File: config.mk
export PLATFORM = sky130hd
export DESIGN_NAME = keypad_encoder_event_controller_core_flat
export DESIGN_NICKNAME = d
export VERILOG_FILES = /design/src/sv/kec_pkg.sv /design/src/sv/kec_if.sv /design/src/sv/keypad_encoder_event_controller_core.sv /design/src/sv/kec_quad_decoder.sv /design/src/sv/kec_event_logic.sv /design/src/flat_wrapper.sv
export SDC_FILE = /design/constraint.sdc
export NUM_CORES = 1
export LEC_CHECK = 0
export ABC_AREA = 1
export CORE_ASPECT_RATIO = 1.2
export CORE_UTILIZATION = 45
export DETAILED_ROUTE_END_ITERATION = 12
export DONT_BUFFER_PORTS = 1
export PLACE_DENSITY = 0.68
export SLEW_MARGIN = 20
export SYNTH_ARGS = -nofsm -noshare
export SYNTH_HDL_FRONTEND = slang
export SYNTH_SLANG_ARGS = --single-unit
File: constraint.sdc
create_clock -name clk -period 5.9 [get_ports clk]
set_input_delay 1.77 -clock clk [delete_from_list [all_inputs] [get_ports clk]]
set_output_delay 1.77 -clock clk [all_outputs]
set_load 0.01 [all_outputs]
File: src/sv/kec_pkg.sv
// Shared types, codes and tables for the keypad/encoder event controller.
// No dependencies; every other file depends on this package.
package kec_pkg;

  // Field widths
  localparam int MODE_W   = 2;
  localparam int KEY_W    = 3;
  localparam int BTN_W    = 2;
  localparam int PHASE_W  = 2;
  localparam int CFG_W    = 8;
  localparam int CFG_IDX_W = 1;

  // Default for the hold counter width
  localparam int COUNT_WIDTH_DEF = 8;

  // Event kinds
  localparam logic [MODE_W-1:0] MODE_PINS = 2'd0;
  localparam logic [MODE_W-1:0] MODE_TICK = 2'd1;
  localparam logic [MODE_W-1:0] MODE_READ = 2'd2;

  // Pending button codes
  localparam logic [BTN_W-1:0] BTN_NONE  = 2'd0;
  localparam logic [BTN_W-1:0] BTN_ENTER = 2'd1;
  localparam logic [BTN_W-1:0] BTN_UP    = 2'd2;
  localparam logic [BTN_W-1:0] BTN_DOWN  = 2'd3;

  // Key codes
  localparam logic [KEY_W-1:0] K_NONE       = 3'd0;
  localparam logic [KEY_W-1:0] K_ENTER      = 3'd1;
  localparam logic [KEY_W-1:0] K_UP         = 3'd2;
  localparam logic [KEY_W-1:0] K_DOWN       = 3'd3;
  localparam logic [KEY_W-1:0] K_LEFT       = 3'd4;
  localparam logic [KEY_W-1:0] K_RIGHT      = 3'd5;
  localparam logic [KEY_W-1:0] K_ENTER_LONG = 3'd6;

  // Configuration register indexes
  localparam logic [CFG_IDX_W-1:0] REG_DEBOUNCE  = 1'd0;
  localparam logic [CFG_IDX_W-1:0] REG_LONG_PUSH = 1'd1;

  localparam logic [CFG_W-1:0] DEBOUNCE_RESET  = 8'd3;
  localparam logic [CFG_W-1:0] LONG_PUSH_RESET = 8'd100;
  localparam logic [PHASE_W-1:0] PHASE_RESET   = 2'd3;

  // Quadrature step per {previous, current} phase pair
  typedef enum logic [1:0] {
    STEP_NONE  = 2'd0,
    STEP_RIGHT = 2'd1,
    STEP_LEFT  = 2'd2
  } step_t;

  localparam step_t STEP_TABLE [16] = '{
    STEP_NONE,  STEP_LEFT,  STEP_RIGHT, STEP_NONE,
    STEP_RIGHT, STEP_NONE,  STEP_NONE,  STEP_LEFT,
    STEP_LEFT,  STEP_NONE,  STEP_NONE,  STEP_RIGHT,
    STEP_NONE,  STEP_RIGHT, STEP_LEFT,  STEP_NONE
  };

  // One input word
  typedef struct packed {
    logic [MODE_W-1:0]  mode;
    logic               push_pressed;
    logic               up_pressed;
    logic               down_pressed;
    logic [PHASE_W-1:0] encoder_ab;
  } event_t;

  // One result word
  typedef struct packed {
    logic [KEY_W-1:0] key_code;
    logic             key_ready;
  } result_t;

  // Controller state apart from the hold counter
  typedef struct packed {
    logic [BTN_W-1:0]   pending_button;
    logic [KEY_W-1:0]   buffered_key;
    logic               buffer_valid;
    logic [PHASE_W-1:0] previous_phases;
  } ctrl_state_t;

  // Encoder decode status
  typedef struct packed {
    logic             post;
    logic [KEY_W-1:0] key;
  } enc_post_t;

endpackage

File: src/sv/kec_if.sv
// Valid/ready channel interfaces for event words and result words.
// Depends on kec_pkg for field widths.
interface kec_req_if;
  logic                        valid;
  logic                        ready;
  logic [kec_pkg::MODE_W-1:0]  mode;
  logic                        push_pressed;
  logic                        up_pressed;
  logic                        down_pressed;
  logic [kec_pkg::PHASE_W-1:0] encoder_ab;

  modport source (output valid, mode, push_pressed, up_pressed, down_pressed,
                  encoder_ab, input ready);
  modport sink (input valid, mode, push_pressed, up_pressed, down_pressed,
                encoder_ab, output ready);
endinterface

interface kec_rsp_if;
  logic                      valid;
  logic                      ready;
  logic [kec_pkg::KEY_W-1:0] key_code;
  logic                      key_ready;

  modport source (output valid, key_code, key_ready, input ready);
  modport sink (input valid, key_code, key_ready, output ready);
endinterface

File: src/sv/keypad_encoder_event_controller_core.sv
// Keypad and quadrature encoder event controller, top level.
// An accepted event passes through the input register, then the result
// register; one event per cycle unless the output stalls, set by the single
// state update pass. Reset (rst, synchronous) clears the button and key
// state, sets the encoder phases to 3 and loads the register defaults.
module keypad_encoder_event_controller_core #(
  parameter int COUNT_WIDTH = kec_pkg::COUNT_WIDTH_DEF
) (
  input  logic                          clk,
  input  logic                          rst,
  kec_req_if.sink                       req,
  kec_rsp_if.source                     rsp,
  input  logic                          write_enable,
  input  logic [kec_pkg::CFG_IDX_W-1:0] write_index,
  input  logic [kec_pkg::CFG_W-1:0]     write_data
);
  import kec_pkg::*;

  logic                   in_valid;
  event_t                 in_word;
  logic                   out_valid;
  result_t                out_word;
  ctrl_state_t            state;
  ctrl_state_t            state_next;
  logic [COUNT_WIDTH-1:0] hold_count;
  logic [COUNT_WIDTH-1:0] hold_count_next;
  result_t                result;
  logic [CFG_W-1:0]       debounce_threshold;
  logic [CFG_W-1:0]       long_push_limit;
  logic                   advance;

  // Pipeline moves whenever the result register is free or being drained
  assign advance   = !out_valid || rsp.ready;
  assign req.ready = !in_valid || advance;

  assign rsp.valid     = out_valid;
  assign rsp.key_code  = out_word.key_code;
  assign rsp.key_ready = out_word.key_ready;

  kec_event_logic #(
    .COUNT_WIDTH (COUNT_WIDTH)
  ) u_logic (
    .evt                (in_word),
    .state              (state),
    .hold_count         (hold_count),
    .debounce_threshold (debounce_threshold),
    .long_push_limit    (long_push_limit),
    .state_next         (state_next),
    .hold_count_next    (hold_count_next),
    .result             (result)
  );

  // Configuration registers
  always_ff @(posedge clk) begin
    if (rst) begin
      debounce_threshold <= DEBOUNCE_RESET;
      long_push_limit    <= LONG_PUSH_RESET;
    end else if (write_enable) begin
      case (write_index)
        REG_DEBOUNCE:  debounce_threshold <= write_data;
        REG_LONG_PUSH: long_push_limit    <= write_data;
        default: ;
      endcase
    end
  end

  // Input register
  always_ff @(posedge clk) begin
    if (rst) begin
      in_valid <= 1'b0;
    end else if (req.ready) begin
      in_valid <= req.valid;
    end
  end

  always_ff @(posedge clk) begin
    if (req.ready && req.valid) begin
      in_word.mode         <= req.mode;
      in_word.push_pressed <= req.push_pressed;
      in_word.up_pressed   <= req.up_pressed;
      in_word.down_pressed <= req.down_pressed;
      in_word.encoder_ab   <= req.encoder_ab;
    end
  end

  // State and result register, updated as a word leaves the input register
  always_ff @(posedge clk) begin
    if (rst) begin
      out_valid             <= 1'b0;
      state.pending_button  <= BTN_NONE;
      state.buffered_key    <= K_NONE;
      state.buffer_valid    <= 1'b0;
      state.previous_phases <= PHASE_RESET;
      hold_count            <= '0;
    end else if (advance) begin
      out_valid <= in_valid;
      if (in_valid) begin
        state      <= state_next;
        hold_count <= hold_count_next;
      end
    end
  end

  always_ff @(posedge clk) begin
    if (advance && in_valid) begin
      out_word <= result;
    end
  end
endmodule

File: src/sv/kec_quad_decoder.sv
// Quadrature decoder: table lookup on the phase transition, detent check.
// Depends on kec_pkg.
module kec_quad_decoder (
  input  logic [kec_pkg::PHASE_W-1:0] previous_phases,
  input  logic [kec_pkg::PHASE_W-1:0] encoder_ab,
  output kec_pkg::enc_post_t          enc_post
);
  import kec_pkg::*;

  step_t step;

  // Look up the step, then post only when landing on the detent
  always_comb begin
    step = STEP_TABLE[{previous_phases, encoder_ab}];
    enc_post.post = (step != STEP_NONE) && (encoder_ab == PHASE_RESET);
    enc_post.key  = (step == STEP_RIGHT) ? K_RIGHT : K_LEFT;
  end
endmodule

File: src/sv/kec_event_logic.sv
// Next-state and result logic for one event word.
// Depends on kec_pkg and kec_quad_decoder.
module kec_event_logic #(
  parameter int COUNT_WIDTH = kec_pkg::COUNT_WIDTH_DEF
) (
  input  kec_pkg::event_t             evt,
  input  kec_pkg::ctrl_state_t        state,
  input  logic [COUNT_WIDTH-1:0]      hold_count,
  input  logic [kec_pkg::CFG_W-1:0]   debounce_threshold,
  input  logic [kec_pkg::CFG_W-1:0]   long_push_limit,
  output kec_pkg::ctrl_state_t        state_next,
  output logic [COUNT_WIDTH-1:0]      hold_count_next,
  output kec_pkg::result_t            result
);
  import kec_pkg::*;

  // Compare width covers both the counter and the 8-bit registers plus a carry
  localparam int CMP_W = ((COUNT_WIDTH > CFG_W) ? COUNT_WIDTH : CFG_W) + 1;

  enc_post_t        enc_post;
  logic [CMP_W-1:0] hold_ext;
  logic [CMP_W-1:0] limit_ext;
  logic [CMP_W-1:0] thr_ext;
  logic [CMP_W-1:0] cnt_max_ext;
  logic [CMP_W-1:0] hold_sat;
  logic [BTN_W-1:0] pend;
  logic             release_hit;
  logic [KEY_W-1:0] release_key;

  kec_quad_decoder u_quad (
    .previous_phases (state.previous_phases),
    .encoder_ab      (evt.encoder_ab),
    .enc_post        (enc_post)
  );

  assign hold_ext    = CMP_W'(hold_count);
  assign limit_ext   = CMP_W'(long_push_limit);
  assign thr_ext     = CMP_W'(debounce_threshold);
  assign cnt_max_ext = CMP_W'({COUNT_WIDTH{1'b1}});

  // Saturating increment of the hold counter
  always_comb begin
    hold_sat = hold_ext + CMP_W'(1);
    if (hold_sat > limit_ext) hold_sat = limit_ext;
    if (hold_sat > cnt_max_ext) hold_sat = cnt_max_ext;
  end

  always_comb begin
    state_next      = state;
    hold_count_next = hold_count;
    result.key_code = K_NONE;
    pend            = state.pending_button;
    release_hit     = 1'b0;
    release_key     = K_NONE;

    unique case (evt.mode)
      MODE_PINS: begin
        // Latch first pressed button by priority
        if (pend == BTN_NONE) begin
          if (evt.push_pressed) pend = BTN_ENTER;
          else if (evt.up_pressed) pend = BTN_UP;
          else if (evt.down_pressed) pend = BTN_DOWN;
        end
        // Release of the pending button
        if (!evt.push_pressed && pend == BTN_ENTER) begin
          release_hit = 1'b1;
          release_key = K_ENTER;
        end else if (!evt.up_pressed && pend == BTN_UP) begin
          release_hit = 1'b1;
          release_key = K_UP;
        end else if (!evt.down_pressed && pend == BTN_DOWN) begin
          release_hit = 1'b1;
          release_key = K_DOWN;
        end
        if (release_hit) begin
          if (hold_ext > thr_ext) begin
            state_next.buffered_key = release_key;
            state_next.buffer_valid = 1'b1;
          end
          pend = BTN_NONE;
        end
        state_next.pending_button  = pend;
        state_next.previous_phases = evt.encoder_ab;
        // Encoder key wins over a button key posted by the same word
        if (enc_post.post) begin
          state_next.buffered_key = enc_post.key;
          state_next.buffer_valid = 1'b1;
        end
      end
      MODE_TICK: begin
        if (pend != BTN_NONE) hold_count_next = hold_sat[COUNT_WIDTH-1:0];
        else hold_count_next = '0;
        // Long press once enter is held up to the limit
        if (evt.push_pressed && pend == BTN_ENTER &&
            CMP_W'(hold_count_next) == limit_ext) begin
          state_next.buffered_key   = K_ENTER_LONG;
          state_next.buffer_valid   = 1'b1;
          state_next.pending_button = BTN_NONE;
        end
      end
      MODE_READ: begin
        if (state.buffer_valid) begin
          result.key_code         = state.buffered_key;
          state_next.buffer_valid = 1'b0;
        end
      end
      default: begin
        // unused mode: no change
      end
    endcase

    result.key_ready = state_next.buffer_valid;
  end
endmodule
File: src/flat_wrapper.sv
// flat-port wrapper written by rule: the top's interface ports become plain ports
module keypad_encoder_event_controller_core_flat import kec_pkg::*;
#(
  parameter int COUNT_WIDTH = kec_pkg::COUNT_WIDTH_DEF
)
  (clk, rst, write_enable, write_index, write_data, req_valid, req_mode, req_push_pressed, req_up_pressed, req_down_pressed, req_encoder_ab, req_ready, rsp_valid, rsp_key_code, rsp_key_ready, rsp_ready);
  kec_req_if req_i ();
  kec_rsp_if rsp_i ();
  input  logic clk;
  input  logic rst;
  input  logic write_enable;
  input  logic [kec_pkg::CFG_IDX_W-1:0] write_index;
  input  logic [kec_pkg::CFG_W-1:0] write_data;
  input wire logic [$bits(req_i.valid)-1:0] req_valid;
  input wire logic [$bits(req_i.mode)-1:0] req_mode;
  input wire logic [$bits(req_i.push_pressed)-1:0] req_push_pressed;
  input wire logic [$bits(req_i.up_pressed)-1:0] req_up_pressed;
  input wire logic [$bits(req_i.down_pressed)-1:0] req_down_pressed;
  input wire logic [$bits(req_i.encoder_ab)-1:0] req_encoder_ab;
  output wire logic [$bits(req_i.ready)-1:0] req_ready;
  output wire logic [$bits(rsp_i.valid)-1:0] rsp_valid;
  output wire logic [$bits(rsp_i.key_code)-1:0] rsp_key_code;
  output wire logic [$bits(rsp_i.key_ready)-1:0] rsp_key_ready;
  input wire logic [$bits(rsp_i.ready)-1:0] rsp_ready;
  assign req_i.valid = req_valid;
  assign req_i.mode = req_mode;
  assign req_i.push_pressed = req_push_pressed;
  assign req_i.up_pressed = req_up_pressed;
  assign req_i.down_pressed = req_down_pressed;
  assign req_i.encoder_ab = req_encoder_ab;
  assign req_ready = req_i.ready;
  assign rsp_valid = rsp_i.valid;
  assign rsp_key_code = rsp_i.key_code;
  assign rsp_key_ready = rsp_i.key_ready;
  assign rsp_i.ready = rsp_ready;
  keypad_encoder_event_controller_core #(.COUNT_WIDTH(COUNT_WIDTH)) u_core (.clk(clk), .rst(rst), .req(req_i), .rsp(rsp_i), .write_enable(write_enable), .write_index(write_index), .write_data(write_data));
endmodule
==> flow_summary.yaml <==
worst_setup_path:
  start_kind: "input pin"
  crit_arrival_ns: 2.09
  critical_path.top_delay_family: "simple AND/OR/NAND/NOR gates"
  cp-end-kind: "output pin"
  crit_buf_inv: 0
  crit_path_top_delay_cell: "nor2_1"
  slowest_delay_ns: 0.16
  r2r-end: "u_core.rsp.key_ready"
  worstSetupPathType: "in2out"
  crit-reg2reg-launch: "u_core.hold_count[0]"
  reg2reg_depth: 22
  critPathRequiredTime_ns: 4.13
  timing.critical_path.cells: "nor2_1 > nand2_1"
  reg2reg_setup_slack_ns: 2.56
  path_max_fanout: 3
power:
  clkPwrFrac_pct: 30.4
  peakVddDrop_uv: 208.6
  swShare_pct: 28.44
  power_leakage_nw: 1.340
  switching_power_uw: 176.1
  power_frac_seq_pct: 55.6
  intPower_uw: 443.3
  powerDensity_nw_per_um2: 217.0
  p_comb_share_pct: 13.9
routing:
  drc: 0
  routedWlPerCell_um: 12.20
  via_count: 2299
  detail-route-antenna-nets: 0
  drt-vias-per-instance: 5.042
  postRouteWirelength_um: 5561
  drtIter0Drc: 149
  dr.pass1.iters: 4
timing:
  clock_skew_ns: 0.01394
  setup_tns_ns: 0
  slew_headroom_pct: 42.18
  maxClockFrequency_mhz: 259.1
  finalSetupViolations: 0
  tightest_slew_ns: 0.8641
  slew_violations: 0
  period_share_pct: 65.42
  hold_violations: 0
  post-route-min-period_ns: 3.860
  rsz0062_at_grt: "no"
placed_design:
  io_buffers: 0
  hpwl_um: 4331
  gp_congestion: 0.8897
  place_inst: 448
cells_and_area:
  layout-drive-gt1-share_pct: 5.851
  fin_util_pct: 49.70
  n_antenna_cell: 0
  stdcell_count: 456
  nFillCells: 580
  nets: 413
  syn_to_final_growth_pct: 5.019
synthesis:
  synth_common_cells: "81 x nand2_1, 59 x inv_1, 34 x dfxtp_1, 34 x nor2_1, 30 x a21oi_1"
  synthArstFlopShare_pct: 0
  synth_edf_count: 11
  synth_seq_area_share_pct: 37.20
  syn_avg_cell_area_um2: 7.189
  synth_area_um2: 2718
  synth_ff_type: "dfxtp_1"
  ys_warn_count: 0
  yosys.area.top_type: "dfxtp_1"
  synth_most_common_cell: "nand2_1"
  synth_area_leaders: "dfxtp_1 25%, edfxtp_1 12%, nand2_1 11%"
  synth_top_area_share_pct: 25.05
  yosysUniqueCellTypes: 28
  syn-num-nets: 416
  syn_inst: 378
  ys_seq_elements: 45
floorplan:
  ios: 27
  rows: 30
  die_width_um: 72.94
  die_area_um2: 6355
  die_h_um: 87.13
  start_util_pct: 47.32
  core_area_um2: 5743
run_status:
  outcome: "complete, no violations"
clocking:
  clkTransAtPathRegs_ns: 0.07
  postCtsResizedCells: 0
  numCtsBuffers: 5
  cts_num_sinks: 45
  htreeDepth: 2
  clk_latency_ns: 0.31
  root_buffer: "clkbuf_8"
  cts-hold-fix-buffers: 0
  postCtsSetupBuffers: 0
  tritoncts: "yes"
  cts.path.max_buffers: 2
global_route:
  grt_pass1_vias: 2140
  grt_usage_pct: 19.44
  grt_max_degree: 31
  antenna_found_initial: 0
  grt_overflow: 0
  grt_pass1_wl_um: 9522
worst_hold_path:
  worstHoldEndpoint: "u_core.debounce_threshold[5]"
  holdCritStartpoint: "u_core.debounce_threshold[5]"
  hp-class: "reg2reg"
  holdPathStages: 2
job:
  maxCapViolCount: 0
-- power by group through the flow --
stage	Combinational (mW)	Clock, mW	Sequential (mW)
after floorplan	0.0719	0	0.348
after detailed placement	0.0860	0	0.352
after global routing	0.101	0.207	0.347
final	0.0863	0.189	0.344
after CTS	0.0866	0.195	0.344
after global placement	0.0844	0	0.351
-- through the flow --
stage / setup slack [ns] / power, mW / instance area, um2 / hold slack, ns
2_1_floorplan: 2.083 / 0.4201 / 2718 / 0.4353
3_3_place_gp: 2.060 / 0.4354 / 2768 / 0.4517
3_5_place_dp: 2.043 / 0.4375 / 2768 / 0.4551
4_1_cts: 2.043 / 0.6264 / 2854 / 0.4705
5_1_grt: 2.028 / 0.6545 / 2854 / 0.4993
6_report: 2.041 / 0.6194 / 2854 / 0.4658
-- final cells by class --
cell class              count  area [um2]  share of cell area (%)
well taps                  80       100.1                   3.507
flip-flops and latches     45        1011                   35.42
clock buffers               5       68.82                   2.411
clock inverters             3       17.52                  0.6138
inverters                  59       221.5                   7.760
multi-input cells         264        1435                   50.29
-- per-layer routing --
layer / GRT usage, % / vias to the layer above / routed length (um)
met4: 7.308 / 0 / 93
met3: 3.472 / 8 / 188
met2: 30.50 / 36 / 2442
li1: - / 1237 / -
met5: 0 / - / 0
met1: 26.59 / 1018 / 2837
-- registers in the layout (all words and copies together) (netlist names), 3 cells and up --
register,flops
u_core.hold_count,8
u_core.debounce_threshold,8
u_core.in_word,7
u_core.state,8
u_core.rsp.key_code,3
u_core.long_push_limit,8
-- how the worst max path moves through the flow --
| stage | startpoint | to | slack [ns] | depth (start not counted) |
|---|---|---|---|---|
| floorplan | rsp_ready | req_ready | 2.08 | 2 |
| global placement | rsp_ready | req_ready | 2.06 | 2 |
| detailed placement | rsp_ready | req_ready | 2.04 | 2 |
| CTS | rsp_ready | req_ready | 2.04 | 2 |
| global route | rsp_ready | req_ready | 2.03 | 2 |
| finish | rsp_ready | req_ready | 2.04 | 2 |
-- worst register-to-register path: stages (launching register included) --
cell and delay (ns):
dfxtp_1 0.44, ha_1 0.23, nand3_2 0.13, nor2_1 0.16, xnor2_1 0.15, inv_1 0.09
ha_1 0.30, nand3_1 0.08, inv_1 0.07, nand3_1 0.06, or2_2 0.30, nand2_4 0.23
nand2_1 0.12, nand2_1 0.08, nand2_1 0.10, nand2_1 0.07, inv_1 0.05, nand2_1 0.07
nor2_2 0.05, nand3_1 0.11, nand3_1 0.08, nand2_1 0.08, inv_1 0.04
-- cell usage in the layout (no fill, tap or decap) --
cell type / n
o21ai_0: 25
nand3_1: 21
clkinv_1: 1
a21oi_1: 30
or2_2: 3
inv_1: 59
o2111ai_1: 1
o211ai_1: 13
ha_1: 17
and3_1: 1
dfxtp_1: 34
nor2_2: 2
a31oi_1: 3
nand3_2: 3
nand2_1: 81
o21bai_2: 1
nand4_1: 10
clkbuf_8: 5
edfxtp_1: 11
clkinv_2: 1
nand2_2: 4
nand2_4: 1
nor3_1: 4
clkinv_4: 1
xor2_1: 4
nor2_1: 34
xnor2_1: 4
nand3b_1: 1
nor3_2: 1
-- cells by family (layout without fill, tap and decap cells) --
logic type	count (synthesis)	after routing	synth area share, %
AND/OR/NAND/NOR	166	166	27.26
AO/OA/AOI/OAI	73	73	15.15
buffers and inverters	69	67	9.991
flip-flops	45	45	37.20
adder cells (fa/ha/maj)	17	17	7.827
XOR/XNOR	8	8	2.578
No activity file was read; power rests on OpenSTA's default activity.
